### src/rtl/tws_pkg.sv
// Shared types and constants for the three-wire serial master.
// No dependencies; used by tws_front, tws_back and three_wire_serial_master.
`timescale 1ns / 1ps
`default_nettype none

package tws_pkg;

	localparam int BYTE_BITS_DEF = 8;
	localparam int CMD_DEPTH_DEF = 2;
	localparam int RES_DEPTH_DEF = 2;

	typedef enum logic [1:0] {
		OP_IDLE  = 2'd0,
		OP_WRITE = 2'd1,
		OP_READ  = 2'd2
	} op_t;

	// Input transaction as seen on the push side.
	typedef struct packed {
		logic [1:0] op;
		logic [7:0] addr;
		logic [7:0] wdata;
		logic       io_in;
	} in_t;

	// Result transaction as seen on the pop side.
	typedef struct packed {
		logic       ce;
		logic       sclk;
		logic       io_out;
		logic       io_drive;
		logic [7:0] rdata;
		logic       done_res;
		logic       busy_res;
	} out_t;

	// Classified tick handed from the front end to the sequencer.
	typedef struct packed {
		logic       start;
		logic       is_read;
		logic [7:0] addr;
		logic [7:0] wdata;
		logic       io_in;
	} cmd_t;

endpackage

`default_nettype wire

### src/rtl/tws_fifo.sv
// Small register FIFO used as the command queue and the result queue.
// No package dependencies.
`timescale 1ns / 1ps
`default_nettype none

module tws_fifo #(
	parameter int WIDTH = 8,
	parameter int DEPTH = 2
) (
	input  wire logic             clk,
	input  wire logic             arst_n,
	input  wire logic             push,
	input  wire logic [WIDTH-1:0] wdata,
	output logic                  full,
	input  wire logic             pop,
	output logic [WIDTH-1:0]      rdata,
	output logic                  empty
);

	localparam int PTR_W = (DEPTH > 1) ? $clog2(DEPTH) : 1;
	localparam int CNT_W = $clog2(DEPTH + 1);
	localparam logic [PTR_W-1:0] LAST = PTR_W'(DEPTH - 1);

	logic [WIDTH-1:0] mem_q [DEPTH];
	logic [PTR_W-1:0] wr_ptr_q;
	logic [PTR_W-1:0] rd_ptr_q;
	logic [CNT_W-1:0] count_q;
	logic             do_push;
	logic             do_pop;

	assign full    = (count_q == CNT_W'(DEPTH));
	assign empty   = (count_q == '0);
	assign do_push = push && !full;
	assign do_pop  = pop && !empty;
	assign rdata   = mem_q[rd_ptr_q];

	always_ff @(posedge clk) begin
		if (do_push) begin
			mem_q[wr_ptr_q] <= wdata;
		end
	end

	always_ff @(posedge clk or negedge arst_n) begin
		if (!arst_n) begin
			wr_ptr_q <= '0;
			rd_ptr_q <= '0;
			count_q  <= '0;
		end else begin
			if (do_push) begin
				wr_ptr_q <= (wr_ptr_q == LAST) ? '0 : wr_ptr_q + 1'b1;
			end
			if (do_pop) begin
				rd_ptr_q <= (rd_ptr_q == LAST) ? '0 : rd_ptr_q + 1'b1;
			end
			if (do_push && !do_pop) begin
				count_q <= count_q + 1'b1;
			end else if (do_pop && !do_push) begin
				count_q <= count_q - 1'b1;
			end
		end
	end

endmodule

`default_nettype wire

### src/rtl/tws_front.sv
// Front end: decode each incoming tick into a start or idle command and queue it.
// Depends on tws_pkg and tws_fifo.
`timescale 1ns / 1ps
`default_nettype none

module tws_front #(
	parameter int CMD_DEPTH = tws_pkg::CMD_DEPTH_DEF
) (
	input  wire logic         clk,
	input  wire logic         arst_n,
	input  wire logic         push,
	input  wire tws_pkg::in_t item,
	output logic              full,
	input  wire logic         cmd_pop,
	output tws_pkg::cmd_t     cmd,
	output logic              cmd_empty
);

	tws_pkg::cmd_t cmd_in;

	// Unused op code counts as an idle tick.
	always_comb begin
		cmd_in.addr    = item.addr;
		cmd_in.wdata   = item.wdata;
		cmd_in.io_in   = item.io_in;
		cmd_in.start   = 1'b0;
		cmd_in.is_read = 1'b0;
		case (item.op)
			tws_pkg::OP_WRITE: begin
				cmd_in.start = 1'b1;
			end
			tws_pkg::OP_READ: begin
				cmd_in.start   = 1'b1;
				cmd_in.is_read = 1'b1;
			end
			default: begin
				cmd_in.start = 1'b0;
			end
		endcase
	end

	tws_fifo #(
		.WIDTH ($bits(tws_pkg::cmd_t)),
		.DEPTH (CMD_DEPTH)
	) u_cmd_fifo (
		.clk    (clk),
		.arst_n (arst_n),
		.push   (push),
		.wdata  (cmd_in),
		.full   (full),
		.pop    (cmd_pop),
		.rdata  (cmd),
		.empty  (cmd_empty)
	);

endmodule

`default_nettype wire

### src/rtl/tws_back.sv
// Back end: the bit sequencer, one phase per command, producing one result each.
// Depends on tws_pkg.
`timescale 1ns / 1ps
`default_nettype none

module tws_back #(
	parameter int BYTE_BITS = tws_pkg::BYTE_BITS_DEF
) (
	input  wire logic          clk,
	input  wire logic          arst_n,
	input  wire logic          step,
	input  wire tws_pkg::cmd_t cmd,
	output tws_pkg::out_t      result
);

	localparam int PHASE_W = $clog2(4 * BYTE_BITS + 4);
	localparam int SEL_W   = $clog2(2 * BYTE_BITS);
	localparam int EXT_W   = (BYTE_BITS > 8) ? BYTE_BITS : 8;
	localparam logic [PHASE_W-1:0] END_T   = PHASE_W'(4 * BYTE_BITS);
	localparam logic [PHASE_W-1:0] RD_BITS = PHASE_W'(2 * BYTE_BITS);

	logic [PHASE_W-1:0]     phase_q, phase_n, t;
	logic [2*BYTE_BITS-1:0] shift_q, shift_eff;
	logic [BYTE_BITS-1:0]   acc_q, acc_eff, acc_n;
	logic [BYTE_BITS-1:0]   last_q, last_n;
	logic                   is_read_q, is_read_eff;
	logic                   busy_q, busy_eff, busy_n;
	logic                   ce_q, sclk_q, io_q, drv_q;
	logic                   ce_n, sclk_n, io_n, drv_n;
	logic                   done;
	logic                   start_now;
	logic [EXT_W-1:0]       addr_ext, wdata_ext, last_ext;
	logic [BYTE_BITS-1:0]   addr_b, wdata_b;
	logic [PHASE_W-1:0]     drive_end, rd_off;

	assign addr_ext  = EXT_W'(cmd.addr);
	assign wdata_ext = EXT_W'(cmd.wdata);
	assign addr_b    = addr_ext[BYTE_BITS-1:0];
	assign wdata_b   = wdata_ext[BYTE_BITS-1:0];
	assign start_now = !busy_q && cmd.start;

	always_comb begin
		if (start_now) begin
			is_read_eff = cmd.is_read;
			shift_eff   = cmd.is_read ? {{BYTE_BITS{1'b0}}, addr_b} : {wdata_b, addr_b};
			acc_eff     = '0;
			t           = '0;
			busy_eff    = 1'b1;
		end else begin
			is_read_eff = is_read_q;
			shift_eff   = shift_q;
			acc_eff     = acc_q;
			t           = phase_q;
			busy_eff    = busy_q;
		end
		drive_end = is_read_eff ? RD_BITS : END_T;
		rd_off    = t - RD_BITS;
		ce_n      = ce_q;
		sclk_n    = sclk_q;
		io_n      = io_q;
		drv_n     = drv_q;
		acc_n     = acc_eff;
		done      = 1'b0;
		if (busy_eff) begin
			if (t < drive_end) begin
				ce_n   = 1'b1;
				sclk_n = t[0];
				io_n   = shift_eff[t[SEL_W:1]];
				drv_n  = 1'b1;
			end else if (t < END_T) begin
				// Read half: data wire released, sample on the low clock tick.
				ce_n   = 1'b1;
				sclk_n = t[0];
				io_n   = 1'b0;
				drv_n  = 1'b0;
				if (!t[0]) begin
					acc_n = acc_eff | (BYTE_BITS'(cmd.io_in) << rd_off[PHASE_W-1:1]);
				end
			end else if (t == END_T) begin
				ce_n   = 1'b0;
				sclk_n = 1'b0;
				if (is_read_eff) begin
					io_n  = 1'b0;
					drv_n = 1'b0;
				end else begin
					done = 1'b1;
				end
			end else if (t == END_T + 1'b1) begin
				ce_n   = 1'b0;
				sclk_n = 1'b1;
				io_n   = 1'b0;
				drv_n  = 1'b0;
			end else if (t == END_T + 2'd2) begin
				ce_n   = 1'b0;
				sclk_n = 1'b1;
				io_n   = 1'b0;
				drv_n  = 1'b1;
			end else begin
				ce_n   = 1'b0;
				sclk_n = 1'b1;
				io_n   = 1'b1;
				drv_n  = 1'b1;
				done   = 1'b1;
			end
		end
		busy_n  = busy_eff && !done;
		last_n  = (done && is_read_eff) ? acc_n : last_q;
		phase_n = done ? '0 : (busy_eff ? t + 1'b1 : t);
	end

	assign last_ext        = EXT_W'(last_n);
	assign result.ce       = ce_n;
	assign result.sclk     = sclk_n;
	assign result.io_out   = io_n;
	assign result.io_drive = drv_n;
	assign result.rdata    = last_ext[7:0];
	assign result.done_res = done;
	assign result.busy_res = busy_n;

	always_ff @(posedge clk or negedge arst_n) begin
		if (!arst_n) begin
			phase_q   <= '0;
			shift_q   <= '0;
			acc_q     <= '0;
			last_q    <= '0;
			is_read_q <= 1'b0;
			busy_q    <= 1'b0;
			ce_q      <= 1'b0;
			sclk_q    <= 1'b0;
			io_q      <= 1'b0;
			drv_q     <= 1'b0;
		end else if (step) begin
			phase_q   <= phase_n;
			shift_q   <= shift_eff;
			acc_q     <= acc_n;
			last_q    <= last_n;
			is_read_q <= is_read_eff;
			busy_q    <= busy_n;
			ce_q      <= ce_n;
			sclk_q    <= sclk_n;
			io_q      <= io_n;
			drv_q     <= drv_n;
		end
	end

endmodule

`default_nettype wire

### src/rtl/three_wire_serial_master.sv
// Three-wire serial master (chip enable, serial clock, data), LSB first.
// Usage:
//   Each input transaction is one half-bit tick: op selects idle, start write
//   or start read; addr, wdata and the sampled data-wire level io_in ride along.
//   Push a transaction when full is low. Every transaction yields exactly one
//   result transaction: pin levels (ce, sclk, io_out, io_drive), the last read
//   byte, done_res and busy_res. Take it with pop while empty is low.
//   A write spends 4*BYTE_BITS+1 ticks, a read 4*BYTE_BITS+4 ticks; a start
//   arriving while a transaction is running, or on its done tick, is dropped.
// Latency and throughput:
//   A result passes through the registered command queue and result queue before it can be popped. The back-end
//   sequencer steps one phase per cycle whenever a tick is queued and the result queue has room, which sets the
//   sustained rate of one transaction per cycle while the consumer pops every cycle.
// Reset:
//   arst_n clears both queues, the sequencer (idle, not busy) and all pin
//   levels and the read byte to zero.
// Stalls:
//   When pop stays low the result queue fills and the sequencer holds; the
//   command queue then fills and full rises. Nothing is dropped or reordered.
// Depends on tws_pkg, tws_fifo, tws_front and tws_back.
`timescale 1ns / 1ps
`default_nettype none

module three_wire_serial_master #(
	parameter int BYTE_BITS = tws_pkg::BYTE_BITS_DEF,
	parameter int CMD_DEPTH = tws_pkg::CMD_DEPTH_DEF,
	parameter int RES_DEPTH = tws_pkg::RES_DEPTH_DEF
) (
	input  wire logic         clk,
	input  wire logic         arst_n,
	input  wire logic         push,
	input  wire tws_pkg::in_t item,
	output logic              full,
	input  wire logic         pop,
	output tws_pkg::out_t     result,
	output logic              empty
);

	tws_pkg::cmd_t cmd;
	tws_pkg::out_t seq_result;
	logic          cmd_empty;
	logic          res_full;
	logic          step;

	// Advance the sequencer whenever a tick is waiting and there is room for its result.
	assign step = !cmd_empty && !res_full;

	tws_front #(
		.CMD_DEPTH (CMD_DEPTH)
	) u_front (
		.clk       (clk),
		.arst_n    (arst_n),
		.push      (push),
		.item      (item),
		.full      (full),
		.cmd_pop   (step),
		.cmd       (cmd),
		.cmd_empty (cmd_empty)
	);

	tws_back #(
		.BYTE_BITS (BYTE_BITS)
	) u_back (
		.clk    (clk),
		.arst_n (arst_n),
		.step   (step),
		.cmd    (cmd),
		.result (seq_result)
	);

	// Hold finished results until the consumer takes them.
	tws_fifo #(
		.WIDTH ($bits(tws_pkg::out_t)),
		.DEPTH (RES_DEPTH)
	) u_res_fifo (
		.clk    (clk),
		.arst_n (arst_n),
		.push   (step),
		.wdata  (seq_result),
		.full   (res_full),
		.pop    (pop),
		.rdata  (result),
		.empty  (empty)
	);

endmodule

`default_nettype wire
### config.mk
export PLATFORM = sky130hd
export DESIGN_NAME = three_wire_serial_master
export DESIGN_NICKNAME = d
export VERILOG_FILES = /design/src/rtl/tws_pkg.sv /design/src/rtl/tws_fifo.sv /design/src/rtl/tws_front.sv /design/src/rtl/tws_back.sv /design/src/rtl/three_wire_serial_master.sv
export SDC_FILE = /design/constraint.sdc
export NUM_CORES = 1
export LEC_CHECK = 0
export BUFFER_PORTS_ARGS = -buffer_cell sky130_fd_sc_hd__buf_2
export CAP_MARGIN = 20
export CORE_ASPECT_RATIO = 1.25
export CORE_MARGIN = 1.5
export CORE_UTILIZATION = 54
export CTS_CLUSTER_SIZE = 8
export DETAILED_ROUTE_END_ITERATION = 16
export PLACE_DENSITY = 0.88
export SYNTH_ARGS = -nofsm -noshare
export SYNTH_HDL_FRONTEND = slang
export SYNTH_SLANG_ARGS = --single-unit
### constraint.sdc
create_clock -name clk -period 3.2 [get_ports clk]
set_input_delay 0.64 -clock clk [delete_from_list [all_inputs] [get_ports clk]]
set_output_delay 0.64 -clock clk [all_outputs]
set_load 0.05 [all_outputs]
==> run summary <==
warning count from the yosys run: 0
sink count of the clock tree: 118
final worst path period share: 91.3%
Final Hold Fails: 0
most frequent cells in the layout: sky130_fd_sc_hd__edfxtp_1, sky130_fd_sc_hd__dfrtp_1, sky130_fd_sc_hd__buf_2, sky130_fd_sc_hd__nand2_1, sky130_fd_sc_hd__nor2_1
HPWL reported at the end of detailed placement: 6680 um
commonest non-fill, non-tap cell in the layout: sky130_fd_sc_hd__edfxtp_1
first-pass GRT wire length: 17200 um
Comb power frac: 36.8%
CP arrival: 3.21 ns
reg-to-reg startpoint: u_front.u_cmd_fifo.rd_ptr_q
H-tree level count: 4
number of iterations in the first detailed-routing pass: 6
clock transition at the registers of the reported paths: 0.06 ns
net total in the final layout: 493
Peak Freq: 0.342 GHz
std cell rows: 39
critical path class: register to register
Die X: 90.8 um
number of antenna-violating nets in the routed design: 0
input/output buffers: 38
synthesized netlist net count: 435
fraction of layout instances using a drive strength above 1: 25.5%
All-Layer GR Usage: 22.2%
Final Wtd Congestion: 0.956
Critical-path top delay cell: sky130_fd_sc_hd__nor3_4
CP Launch Type: register
transition time of the tightest slew-check pin: 0.823 ns
switching share of power: 37.9%
clock latency on the worst-skew pair: 0.41 ns
minimum clock period: 2.92 ns
post-synthesis area per instance: 12.9 um^2
Fin Setup TNS: 0 ns
area overhead of the layout relative to synthesis: 20.2%
CTS tree: done
die height: 113 um
leakage power figure: 2.60 nW
highest net fanout along the worst path: 19
pin count of the biggest net entering global routing: 53
post-layout instance area: 0.00626 mm^2
overall die area: 0.0102 mm^2
Initial DRC Count: 297
final std cells w/o fill: 597
number of buffers on the longest clock path: 2
top cells by area, synth: sky130_fd_sc_hd__edfxtp_1, sky130_fd_sc_hd__dfrtp_1, sky130_fd_sc_hd__mux2_2
Max transition margin: 45.1%
number of antenna violations at the first check in global routing: 0
required arrival time at the worst endpoint: 3.49 ns
synthesized instance count: 403
worst setup path startpoint: u_front.u_cmd_fifo.rd_ptr_q
slack of the worst reg-to-reg path: 0.28 ns
total clock buffers created by CTS: 17
Cell Area, Synth: 0.00520 mm^2
Final Slew Violations: 0
post-synthesis async set-or-reset flop share: 44.1%
NetSw: 2.78 mW
initial standard-cell utilization of the core: 56.1%
number of cells in the design after placement: 565
maximum ir drop on the vdd rail: 0.581 mV
cell internal power dissipation: 4.56 mW
reported max-cap violation count: 0
Crit path largest cell delay: 0.42 ns
# DRC: 0
gr ovfl total: 0
endpoint of the most critical register-to-register path: u_back.last_q[1]
via count of the first global-routing pass: 3702
drt via density: 5.80
Core Region: 0.00927 mm^2
RSZ-0062 raised after global routing: false
total of flip-flops plus latches after synthesis: 118
post-DR wirelength/cell: 17.4 um
Seq/Total Area, Yosys: 63.1%
fraction of synthesized cell area taken by the top area cell type: 38.1%
worst min path class: input pin to async pin
root buf cell: sky130_fd_sc_hd__clkbuf_16
via count: 3464
most instantiated flip-flop cell in the synthesis netlist: sky130_fd_sc_hd__edfxtp_1
Reg2Reg Depth: 8
wire length reported by the detailed router: 10400 um
final setup violating endpoints: 0
clock skew: 0.00495 ns
Worst setup EP type: register
ordered cell list for the critical path: buf_4, mux2i_1, o21ai_0, ha_1, a21oi_2, or2_1, nor3_4, mux2_1
power share of the clock group: 28.1%
number of top-level pins: 39
cell accounting for the most synthesized area: sky130_fd_sc_hd__edfxtp_1
P per Cell Area: 1170 mW/mm^2
number of distinct library cell variants in the gate-level netlist after synthesis: 53
ANT cells: 0
fraction of power consumed by sequential logic: 35.1%
cell area after placement: 0.00560 mm^2
run status: finished, final reports clean
number of synthesized flops with an enable pin: 66
timing repair:
action	CTS	global route
hold buffers	0	0
gates resized for setup	0	1
hold endpoints to repair	0	0
setup buffers	0	0
setup endpoints to repair	0	2
through the flow:
stage               util [%]  power (mW)  hold slack (ns)  setup WS [ns]
floorplan                  -        4.51            0.344          0.227
global placement        60.4        5.12            0.457          0.423
detailed placement      60.4        5.23            0.467          0.244
CTS                     67.5        7.35            0.375          0.233
global route            67.5        7.73            0.409         0.0975
finish                  67.5        7.34            0.356          0.280
routing by layer:
layer  wire length, um  global-route usage (%)
met1              4010                    23.6
met2              5570                    39.6
met3               419                    4.50
met4               398                    14.9
met5                 0                       0
worst max-delay path by stage:
stage | endpoint | slack, ns | cells past startpoint
final | u_back.last_q[1] | 0.28 | 8
after global routing | u_back.last_q[6] | 0.1 | 8
after CTS | u_back.last_q[1] | 0.23 | 8
after detailed placement | u_back.last_q[1] | 0.24 | 8
after global placement | u_back.last_q[7] | 0.42 | 8
after floorplan | u_res_fifo.mem_q[0][12] | 0.23 | 9
worst max-delay path: cells and delay by family, from the launching register on:
kind,cells,cell delay [ns]
mux,2,0.77
simple gates,2,0.69
flops,1,0.41
fa+ha+maj,1,0.36
buf+inv,1,0.32
compound gates,2,0.25
power by group through the flow:
stage | Clock (mW) | Sequential (mW) | Combinational (mW)
after floorplan | 0 | 2.42 | 2.09
after global placement | 0 | 2.55 | 2.57
after detailed placement | 0 | 2.59 | 2.64
after CTS | 2.08 | 2.57 | 2.69
after global routing | 2.14 | 2.63 | 2.97
final | 2.06 | 2.57 | 2.70
registers in the layout, indices dropped and copies added (netlist names), 2 cells and up:
name and cells:
u_front.u_cmd_fifo.mem_q 38, u_res_fifo.mem_q 28, u_back.shift_q 16, u_back.acc_q 8, u_back.last_q 8, u_back.phase_q 6, u_front.u_cmd_fifo.count_q 2, u_res_fifo.count_q 2
cell usage after synthesis, types with 4 or more instances:
cell,number
sky130_fd_sc_hd__xnor2_1,8
sky130_fd_sc_hd__nand3_1,5
sky130_fd_sc_hd__o22ai_1,6
sky130_fd_sc_hd__nand2_1,36
sky130_fd_sc_hd__a22o_1,6
sky130_fd_sc_hd__edfxtp_1,66
sky130_fd_sc_hd__mux2i_1,19
sky130_fd_sc_hd__mux2_2,26
sky130_fd_sc_hd__nor3_1,5
sky130_fd_sc_hd__nor2_1,29
sky130_fd_sc_hd__o21ai_0,24
sky130_fd_sc_hd__mux2_1,4
sky130_fd_sc_hd__a21oi_1,4
sky130_fd_sc_hd__dfrtp_1,52
sky130_fd_sc_hd__inv_1,20
sky130_fd_sc_hd__a31oi_1,6
sky130_fd_sc_hd__nor2b_1,4
sky130_fd_sc_hd__ha_1,9
sky130_fd_sc_hd__o31ai_1,8
sky130_fd_sc_hd__clkbuf_1,11
cells by family (layout without fill, tap and decap cells):
family | count (synthesis) | in the layout | share of synthesized area, %
compound gates | 73 | 73 | 9.42
fa+ha+maj | 9 | 9 | 2.16
buf+inv | 35 | 106 | 2.72
xor+xnor | 11 | 11 | 1.85
mux | 51 | 51 | 10.8
flops | 118 | 118 | 63.1
simple gates | 106 | 106 | 9.93
area by class of cell:
type / instances / area [um^2]
flip-flops and latches: 118 / 3280
fillers: 666 / 3010
multi-input cells: 250 / 1780
clock buffers: 17 / 425
repair buffers: 54 / 310
clock inverters: 15 / 226
well taps: 123 / 154
inverters: 20 / 75.1
(Power assumes the default switching activity.)
